### config.mk
export PLATFORM = sky130hd
export DESIGN_NAME = double_byte_glyph_offset
export DESIGN_NICKNAME = d
export VERILOG_FILES = /design/src/rtl/dbgo_pkg.sv /design/src/rtl/double_byte_glyph_offset.sv /design/src/rtl/dbgo_front.sv /design/src/rtl/dbgo_queue.sv /design/src/rtl/dbgo_back.sv
export SDC_FILE = /design/constraint.sdc
export NUM_CORES = 1
export LEC_CHECK = 0
export ABC_CLOCK_PERIOD_IN_PS = 14500
export BUFFER_PORTS_ARGS = -buffer_cell sky130_fd_sc_hd__buf_4
export CORE_MARGIN = 3
export CORE_UTILIZATION = 40
export CTS_CLUSTER_SIZE = 20
export DETAILED_ROUTE_END_ITERATION = 12
export PLACE_DENSITY_LB_ADDON = 0.15
export SLEW_MARGIN = 15
export SYNTH_ARGS = -nofsm -noshare
export SYNTH_HDL_FRONTEND = slang
export SYNTH_SLANG_ARGS = --single-unit
### constraint.sdc
create_clock -name clk_i -period 14.5 [get_ports clk_i]
set_input_delay 0 -clock clk_i [delete_from_list [all_inputs] [get_ports clk_i]]
set_output_delay 0 -clock clk_i [all_outputs]
set_load 0.01 [all_outputs]
### src/rtl/dbgo_pkg.sv
package dbgo_pkg;

  // Widths of the code bytes, the glyph index, the glyph size and the offset.
  localparam int unsigned ByteW   = 8;
  localparam int unsigned IndexW  = 16;
  localparam int unsigned SizeW   = 8;
  localparam int unsigned BaseW   = 32;
  localparam int unsigned ProdW   = IndexW + SizeW;
  localparam int unsigned OffsetW = 33;
  localparam int unsigned CfgW    = 32;

  // Configuration register indexes.
  localparam logic RegGlyphBytes = 1'b0;
  localparam logic RegLangOffset = 1'b1;

  // Encoding modes.
  localparam logic ModeUnicode = 1'b0;
  localparam logic ModeLocal   = 1'b1;

  // Row lengths of the zones.
  localparam logic [IndexW-1:0] UserRowLen  = 16'd94;
  localparam logic [IndexW-1:0] ZoneThreeRowLen = 16'd97;
  localparam logic [IndexW-1:0] ZoneFiveRowLen  = 16'd32;
  localparam logic [IndexW-1:0] MainRowLen  = 16'hC0;

  // First index of each user zone after the first one.
  localparam logic [IndexW-1:0] ZoneTwoBase   = 16'd564;
  localparam logic [IndexW-1:0] ZoneThreeBase = 16'd564 + 16'd658;
  localparam logic [IndexW-1:0] ZoneFiveBase  = 16'd564 + 16'd658 + 16'd679;

  // Full-width question mark, code A3 BF of the main table.
  localparam logic [IndexW-1:0] QmarkIndex =
      (16'hA3 - 16'h81) * MainRowLen + (16'hBF - 16'h40);

  // Byte limits of the zones.
  localparam logic [ByteW-1:0] ZoneOneHiLo   = 8'hAA;
  localparam logic [ByteW-1:0] ZoneOneHiHi   = 8'hAF;
  localparam logic [ByteW-1:0] ZoneTwoHiLo   = 8'hF8;
  localparam logic [ByteW-1:0] ZoneTwoHiHi   = 8'hFE;
  localparam logic [ByteW-1:0] ZoneThreeHiLo = 8'hA1;
  localparam logic [ByteW-1:0] ZoneThreeHiHi = 8'hA7;
  localparam logic [ByteW-1:0] UserLoFirst   = 8'hA1;
  localparam logic [ByteW-1:0] MainLoFirst   = 8'h40;
  localparam logic [ByteW-1:0] ZoneFiveLoFirst = 8'h20;
  localparam logic [ByteW-1:0] LeadFirst     = 8'h81;
  localparam logic [ByteW-1:0] LeadLast      = 8'hFE;

  // One classified word as it travels from the front to the back.
  typedef struct packed {
    logic [IndexW-1:0] index;
    logic              from_file;
  } dbgo_word_t;

  // Queue status seen by the top level and the back end.
  typedef struct packed {
    logic full;
    logic valid;
  } dbgo_qstat_t;

endpackage

### src/rtl/double_byte_glyph_offset.sv
// Glyph address unit for two-byte character codes.
//
// A code word is pushed on push_i while full_o is low: mode_i selects
// Unicode (the index is the 16-bit code) or local double-byte coding, where
// the bytes are sorted into four user-defined zones (glyph in the user font
// file) or the main table (reserved area); unknown codes fall back to the
// full-width question mark. The result word carries the byte offset
// index * glyph_bytes + language_offset and the user-file flag. Results are
// read like a queue: a word is on the outputs while empty_o is low and is
// taken by pop_i.
// Configuration is a plain write port: cfg_idx_i 0 is glyph_bytes (bits 7:0
// of cfg_data_i), 1 is language_offset. Write it only while the unit is idle.
// Words pass the queue, then the two-stage multiply-add back end (product
// and output registers); one word per cycle flows while pop_i keeps up.
// When the reader stalls, the back end holds its words and the short input
// queue (QueueDepth words) fills, then full_o rises. Reset empties the
// queue and the pipeline and loads glyph_bytes = 32 and language_offset = 0.
module double_byte_glyph_offset #(
  parameter int unsigned QueueDepth = 2
) (
  input  logic                         clk_i,
  input  logic                         rst_ni,
  input  logic                         cfg_we_i,
  input  logic                         cfg_idx_i,
  input  logic [dbgo_pkg::CfgW-1:0]    cfg_data_i,
  input  logic                         push_i,
  output logic                         full_o,
  input  logic                         mode_i,
  input  logic [dbgo_pkg::ByteW-1:0]   high_byte_i,
  input  logic [dbgo_pkg::ByteW-1:0]   low_byte_i,
  output logic                         empty_o,
  input  logic                         pop_i,
  output logic [dbgo_pkg::OffsetW-1:0] glyph_offset_o,
  output logic                         from_user_file_o
);
  import dbgo_pkg::*;

  logic [SizeW-1:0] glyph_bytes_q;
  logic [BaseW-1:0] lang_offset_q;
  dbgo_word_t       front_word, queue_word;
  dbgo_qstat_t      qstat;
  logic             push_en, take;
  logic             out_valid;

  // Configuration registers.
  always_ff @(posedge clk_i or negedge rst_ni) begin
    if (!rst_ni) begin
      glyph_bytes_q <= 8'd32;
      lang_offset_q <= '0;
    end else if (cfg_we_i) begin
      unique case (cfg_idx_i)
        RegGlyphBytes: glyph_bytes_q <= cfg_data_i[SizeW-1:0];
        RegLangOffset: lang_offset_q <= cfg_data_i[BaseW-1:0];
        default: ;
      endcase
    end
  end

  // The front end classifies the code in the cycle it arrives.
  dbgo_front u_front (
    .mode_i      (mode_i),
    .high_byte_i (high_byte_i),
    .low_byte_i  (low_byte_i),
    .word_o      (front_word)
  );

  assign full_o  = qstat.full;
  assign push_en = push_i && !qstat.full;

  dbgo_queue #(
    .Depth (QueueDepth)
  ) u_queue (
    .clk_i     (clk_i),
    .rst_ni    (rst_ni),
    .wr_en_i   (push_en),
    .wr_word_i (front_word),
    .rd_en_i   (take),
    .rd_word_o (queue_word),
    .stat_o    (qstat)
  );

  // The back end multiplies by the glyph size and adds the language base.
  dbgo_back u_back (
    .clk_i            (clk_i),
    .rst_ni           (rst_ni),
    .glyph_bytes_i    (glyph_bytes_q),
    .lang_offset_i    (lang_offset_q),
    .word_valid_i     (qstat.valid),
    .word_i           (queue_word),
    .word_take_o      (take),
    .out_valid_o      (out_valid),
    .out_pop_i        (pop_i),
    .glyph_offset_o   (glyph_offset_o),
    .from_user_file_o (from_user_file_o)
  );

  assign empty_o = !out_valid;

endmodule

### src/rtl/dbgo_front.sv
module dbgo_front (
  input  logic                        mode_i,
  input  logic [dbgo_pkg::ByteW-1:0]  high_byte_i,
  input  logic [dbgo_pkg::ByteW-1:0]  low_byte_i,
  output dbgo_pkg::dbgo_word_t        word_o
);
  import dbgo_pkg::*;

  logic in_one, in_two, in_three, in_five, in_main;
  logic [IndexW-1:0] idx_one, idx_two, idx_three, idx_five, idx_main;

  // Zone tests, in priority order.
  assign in_one   = (high_byte_i >= ZoneOneHiLo) && (high_byte_i <= ZoneOneHiHi) &&
                    (low_byte_i >= UserLoFirst);
  assign in_two   = (high_byte_i >= ZoneTwoHiLo) && (high_byte_i <= ZoneTwoHiHi) &&
                    (low_byte_i >= UserLoFirst);
  assign in_three = (high_byte_i >= ZoneThreeHiLo) && (high_byte_i <= ZoneThreeHiHi) &&
                    (low_byte_i >= MainLoFirst) && (low_byte_i < UserLoFirst);
  assign in_five  = (high_byte_i >= LeadFirst) && (low_byte_i >= ZoneFiveLoFirst) &&
                    (low_byte_i < MainLoFirst);
  assign in_main  = (high_byte_i >= LeadFirst) && (high_byte_i <= LeadLast) &&
                    (low_byte_i >= MainLoFirst);

  // Row times row length plus column, each only meaningful inside its zone.
  assign idx_one   = IndexW'(high_byte_i - ZoneOneHiLo) * UserRowLen +
                     IndexW'(low_byte_i - UserLoFirst);
  assign idx_two   = IndexW'(high_byte_i - ZoneTwoHiLo) * UserRowLen +
                     IndexW'(low_byte_i - UserLoFirst) + ZoneTwoBase;
  assign idx_three = IndexW'(high_byte_i - ZoneThreeHiLo) * ZoneThreeRowLen +
                     IndexW'(low_byte_i - MainLoFirst) + ZoneThreeBase;
  assign idx_five  = IndexW'(high_byte_i - LeadFirst) * ZoneFiveRowLen +
                     IndexW'(low_byte_i - ZoneFiveLoFirst) + ZoneFiveBase;
  assign idx_main  = IndexW'(high_byte_i - LeadFirst) * MainRowLen +
                     IndexW'(low_byte_i - MainLoFirst);

  always_comb begin
    word_o.from_file = 1'b0;
    if (mode_i == ModeUnicode) begin
      word_o.index = {high_byte_i, low_byte_i};
    end else if (in_one) begin
      word_o.index     = idx_one;
      word_o.from_file = 1'b1;
    end else if (in_two) begin
      word_o.index     = idx_two;
      word_o.from_file = 1'b1;
    end else if (in_three) begin
      word_o.index     = idx_three;
      word_o.from_file = 1'b1;
    end else if (in_five) begin
      word_o.index     = idx_five;
      word_o.from_file = 1'b1;
    end else if (in_main) begin
      word_o.index = idx_main;
    end else begin
      word_o.index = QmarkIndex;
    end
  end

endmodule

### src/rtl/dbgo_queue.sv
module dbgo_queue #(
  parameter int unsigned Depth = 2
) (
  input  logic                   clk_i,
  input  logic                   rst_ni,
  input  logic                   wr_en_i,
  input  dbgo_pkg::dbgo_word_t   wr_word_i,
  input  logic                   rd_en_i,
  output dbgo_pkg::dbgo_word_t   rd_word_o,
  output dbgo_pkg::dbgo_qstat_t  stat_o
);
  import dbgo_pkg::*;

  localparam int unsigned PtrW = (Depth > 1) ? $clog2(Depth) : 1;
  localparam int unsigned CntW = $clog2(Depth + 1);
  localparam logic [PtrW-1:0] LastPtr = PtrW'(Depth - 1);
  localparam logic [CntW-1:0] FullCnt = CntW'(Depth);

  dbgo_word_t      mem_q [Depth];
  logic [PtrW-1:0] wr_ptr_q, wr_ptr_d, rd_ptr_q, rd_ptr_d;
  logic [CntW-1:0] cnt_q, cnt_d;

  assign stat_o.full  = (cnt_q == FullCnt);
  assign stat_o.valid = (cnt_q != '0);
  assign rd_word_o    = mem_q[rd_ptr_q];

  always_comb begin
    wr_ptr_d = wr_ptr_q;
    rd_ptr_d = rd_ptr_q;
    cnt_d    = cnt_q;
    if (wr_en_i) begin
      wr_ptr_d = (wr_ptr_q == LastPtr) ? '0 : wr_ptr_q + 1'b1;
    end
    if (rd_en_i) begin
      rd_ptr_d = (rd_ptr_q == LastPtr) ? '0 : rd_ptr_q + 1'b1;
    end
    if (wr_en_i && !rd_en_i) begin
      cnt_d = cnt_q + 1'b1;
    end else if (!wr_en_i && rd_en_i) begin
      cnt_d = cnt_q - 1'b1;
    end
  end

  always_ff @(posedge clk_i or negedge rst_ni) begin
    if (!rst_ni) begin
      wr_ptr_q <= '0;
      rd_ptr_q <= '0;
      cnt_q    <= '0;
    end else begin
      wr_ptr_q <= wr_ptr_d;
      rd_ptr_q <= rd_ptr_d;
      cnt_q    <= cnt_d;
    end
  end

  always_ff @(posedge clk_i) begin
    if (wr_en_i) begin
      mem_q[wr_ptr_q] <= wr_word_i;
    end
  end

  // The fill count never runs past the depth.
  a_cnt_bound: assert property (@(posedge clk_i) disable iff (!rst_ni)
    cnt_q <= FullCnt)
    else $error("queue count exceeds depth");

  // Nothing is written into a full queue.
  a_no_overflow: assert property (@(posedge clk_i) disable iff (!rst_ni)
    stat_o.full |-> !wr_en_i)
    else $error("write into full queue");

  // Nothing is read from an empty queue.
  a_no_underflow: assert property (@(posedge clk_i) disable iff (!rst_ni)
    !stat_o.valid |-> !rd_en_i)
    else $error("read from empty queue");

  // The count follows the pointers: equal pointers mean empty or full.
  a_ptr_count: assert property (@(posedge clk_i) disable iff (!rst_ni)
    (wr_ptr_q == rd_ptr_q) |-> (cnt_q == '0 || cnt_q == FullCnt))
    else $error("queue pointers and count disagree");

endmodule

### src/rtl/dbgo_back.sv
module dbgo_back (
  input  logic                         clk_i,
  input  logic                         rst_ni,
  input  logic [dbgo_pkg::SizeW-1:0]   glyph_bytes_i,
  input  logic [dbgo_pkg::BaseW-1:0]   lang_offset_i,
  input  logic                         word_valid_i,
  input  dbgo_pkg::dbgo_word_t         word_i,
  output logic                         word_take_o,
  output logic                         out_valid_o,
  input  logic                         out_pop_i,
  output logic [dbgo_pkg::OffsetW-1:0] glyph_offset_o,
  output logic                         from_user_file_o
);
  import dbgo_pkg::*;

  logic               prod_valid_q, out_valid_q;
  logic [ProdW-1:0]   prod_q;
  logic               prod_file_q;
  logic [OffsetW-1:0] offset_q;
  logic               out_file_q;
  logic               out_ready, prod_ready;

  // A stage advances when the one after it is empty or draining.
  assign out_ready   = !out_valid_q || out_pop_i;
  assign prod_ready  = !prod_valid_q || out_ready;
  assign word_take_o = word_valid_i && prod_ready;

  always_ff @(posedge clk_i or negedge rst_ni) begin
    if (!rst_ni) begin
      prod_valid_q <= 1'b0;
      out_valid_q  <= 1'b0;
    end else begin
      if (prod_ready) begin
        prod_valid_q <= word_valid_i;
      end
      if (out_ready) begin
        out_valid_q <= prod_valid_q;
      end
    end
  end

  always_ff @(posedge clk_i) begin
    if (word_take_o) begin
      prod_q      <= ProdW'(word_i.index) * ProdW'(glyph_bytes_i);
      prod_file_q <= word_i.from_file;
    end
    if (out_ready && prod_valid_q) begin
      offset_q   <= OffsetW'(prod_q) + OffsetW'(lang_offset_i);
      out_file_q <= prod_file_q;
    end
  end

  assign out_valid_o      = out_valid_q;
  assign glyph_offset_o   = offset_q;
  assign from_user_file_o = out_file_q;

endmodule
==> qor.yml <==
outcome:
  status: "finished clean"
cts:
  cts_setup_buffers: 0
  clockBufferDepth: 2
  worstSkewPairLatency_ns: 0.44
  clock-sinks: 139
  clockRootBuffer: "clkbuf_16"
  cts_buffers: 17
  cts_tree: "yes"
  cts.clk_slew.worst_paths_ns: 0.06
  htreeDepth: 4
grt:
  grt_max_degree: 47
  gr-total-overflow: 0
  use_met2: 0.335
  grt_use_met3: 0.0219
  met1_usage: 0.219
  grt_antenna_before_repair: 0
  grt.total_usage: 0.183
  grt_pass1_wl_microns: 70500
  grt.busiest_layer: "met2"
  grt_pass1_vias: 14200
cells_and_area:
  seq_area_sq_mm: 0.00395
  fin_nets: 2489
  layout_common_cells: "inv_1, ha_1, nand2_1"
  layout_commonest_cell: "inv_1"
  fillers: 4276
  drive_gt1_frac: 0.100
  diodes: 0
  multi_input_area_sq_mm: 0.0129
  syn2layout_area_growth_pct: 12.4
synthesis:
  synthArstFlopShare: 0.331
  yosysTopAreaCellShare: 0.184
  synth_seq_cells: 139
  synthFlopType: "edfxtp_1"
  synth_edf_count: 93
  yosysWarnings: 0
  ys_types: 83
  syn-num-nets: 2374
  synth_top_area_cell: "ha_1"
  syn_area_sq_mm: 0.0182
  avgSynthCellArea_sq_um: 9.50
  ys_seq_area_frac: 0.217
  synthCells: 1913
  synth.area.top_cells: "ha_1, edfxtp_1, fa_1, dfrtp_1, inv_1"
route:
  viasPerCell: 5.16
  wl_per_cell_microns: 16.3
  drtPass1Iterations: 5
  first_iter_violations: 685
  finalWirelength_microns: 42800
  vias: 13600
  drc: 0
  drtAntennaViolNets: 0
critical_path:
  crit_fanout: 16
  critPathSlowestCell: "fa_1"
  crit_arrival_ns: 6.51
  max_stage_delay_ns: 0.54
  setup.worst_path.end_class: "flop"
  critPathLaunchType: "primary input"
  crit_type: "in2reg"
  required_ns: 14.69
  path_common_cell: "ha_1"
timing:
  finClkSkew_ns: 0.0100
  max_freq_mhz: 158
  setup_viol: 0
  finalHoldViolations: 0
  slew_viol_final: 0
  setup_tns_ns: 0
  relSlewSlack: 0.300
  finalCritPeriodShare: 0.436
  rsz0062_at_grt: "false"
  timing.final.crit_period_ns: 6.32
  worstMarginPinSlew_ns: 1.04
placement:
  port_buffers: 90
  gp_congestion: 0.880
  dp_hpwl_microns: 35000
floorplanning:
  fp-row-count: 77
  die_h_microns: 219
  die_area_sq_mm: 0.0480
  core-area_sq_mm: 0.0445
  chipWidth_microns: 219
  initial_core_util: 0.408
  io_pins: 91
flow_run:
  drv_cap: 0
worst_hold_path:
  hold_class: "in2reg"
timing repair:
action                                  CTS  global route
endpoints found under the hold margin    92             0
endpoints found under the setup margin    0             0
resized for setup                         0             0
hold buffers                             37             0
layout make-up:
class                      instances  share of cell area
multi-input combinational       1437               0.633
sequential                       139               0.193
inverter                         300              0.0553
timing repair buffer             133              0.0534
tap                              592              0.0363
clock buffer                      21              0.0231
clock inverter                    11             0.00533
final timing paths:
path	startpoint	to	cells past startpoint	slack (ns)
worst max-delay path	high_byte_i[3]	u_queue.mem_q[1][16]$_DFFE_PP_	27	8.18
worst min-delay path	low_byte_i[0]	u_queue.mem_q[1][1]$_DFFE_PP_	3	0.04
worst max register to register	u_queue.rd_ptr_q$_DFFE_PN0P_	u_back.prod_q[22]$_DFFE_PP_	17	8.32
worst min register to register	u_back.prod_file_q$_DFFE_PP_	u_back.from_user_file_o$_DFFE_PP_	0	0.42
max in group asynchronous	rst_ni	u_back.out_valid_o$_DFFE_PN0P_	2	13.91
min in group asynchronous	rst_ni	lang_offset_q[15]$_DFFE_PN0P_	2	0.12
state kept, by name (all words and copies together) (netlist names):
signal	flops
u_back.prod_file_q	1
u_back.prod_q	24
u_queue.rd_ptr_q	1
u_back.prod_valid_q	1
glyph_bytes_q	8
u_back.glyph_offset_o	33
u_back.from_user_file_o	1
lang_offset_q	32
u_queue.mem_q	34
u_queue.cnt_q	2
u_back.out_valid_o	1
u_queue.wr_ptr_q	1
cells in the mapped netlist (18+ instances only):
cell type,number
inv_1,297
ha_1,267
nand2_1,143
fa_1,139
xnor2_1,117
a21oi_1,101
edfxtp_1,93
nor2_1,88
and2_1,63
mux2_2,55
xor2_1,53
dfrtp_1,45
o21ai_0,44
a21o_1,34
nand3_1,30
nor2b_1,29
nor3_1,23
clkbuf_1,22
and3_1,20
nand2b_1,20
a31oi_1,18
stage by stage:
step,cells,worst slack (ns),cell area (sq um),util,hold WS [ns]
floorplan,1913,8.73,18200,-,-0.296
global placement,2564,8.02,19500,0.437,0.0588
detailed placement,2564,7.81,19500,0.437,0.0687
CTS,2633,8.24,20400,0.459,0.0164
global route,2633,7.79,20400,0.459,0.0438
finish,2633,8.18,20400,0.459,0.0394
layer usage:
metal  routed length (microns)  part of all wire  vias up
li1                          -                 -     6724
met1                     18600              0.43     6553
met2                     21700              0.51      225
met3                      1190             0.028       74
met4                      1340             0.031        0
met5                         0                 0        -
logic make-up after synthesis:
kind of cell,share of synthesized area
AO/OA/AOI/OAI,0.126
multiplexers,0.0363
AND/OR/NAND/NOR,0.123
buffers and inverters,0.0713
flip-flops,0.217
XOR/XNOR,0.0889
adder cells (fa/ha/maj),0.337
worst max-delay path, delay by kind of cell:
family                   cells  cell delay (ns)
AO/OA/AOI/OAI               11             2.11
XOR/XNOR                     4             0.99
adder cells (fa/ha/maj)      7             2.41
buffers and inverters        3             0.33
AND/OR/NAND/NOR              2             0.67
Power is left out: the tool's default activity adds up to more than one toggle a clock period on the data nets, which glitch-free logic cannot reach.
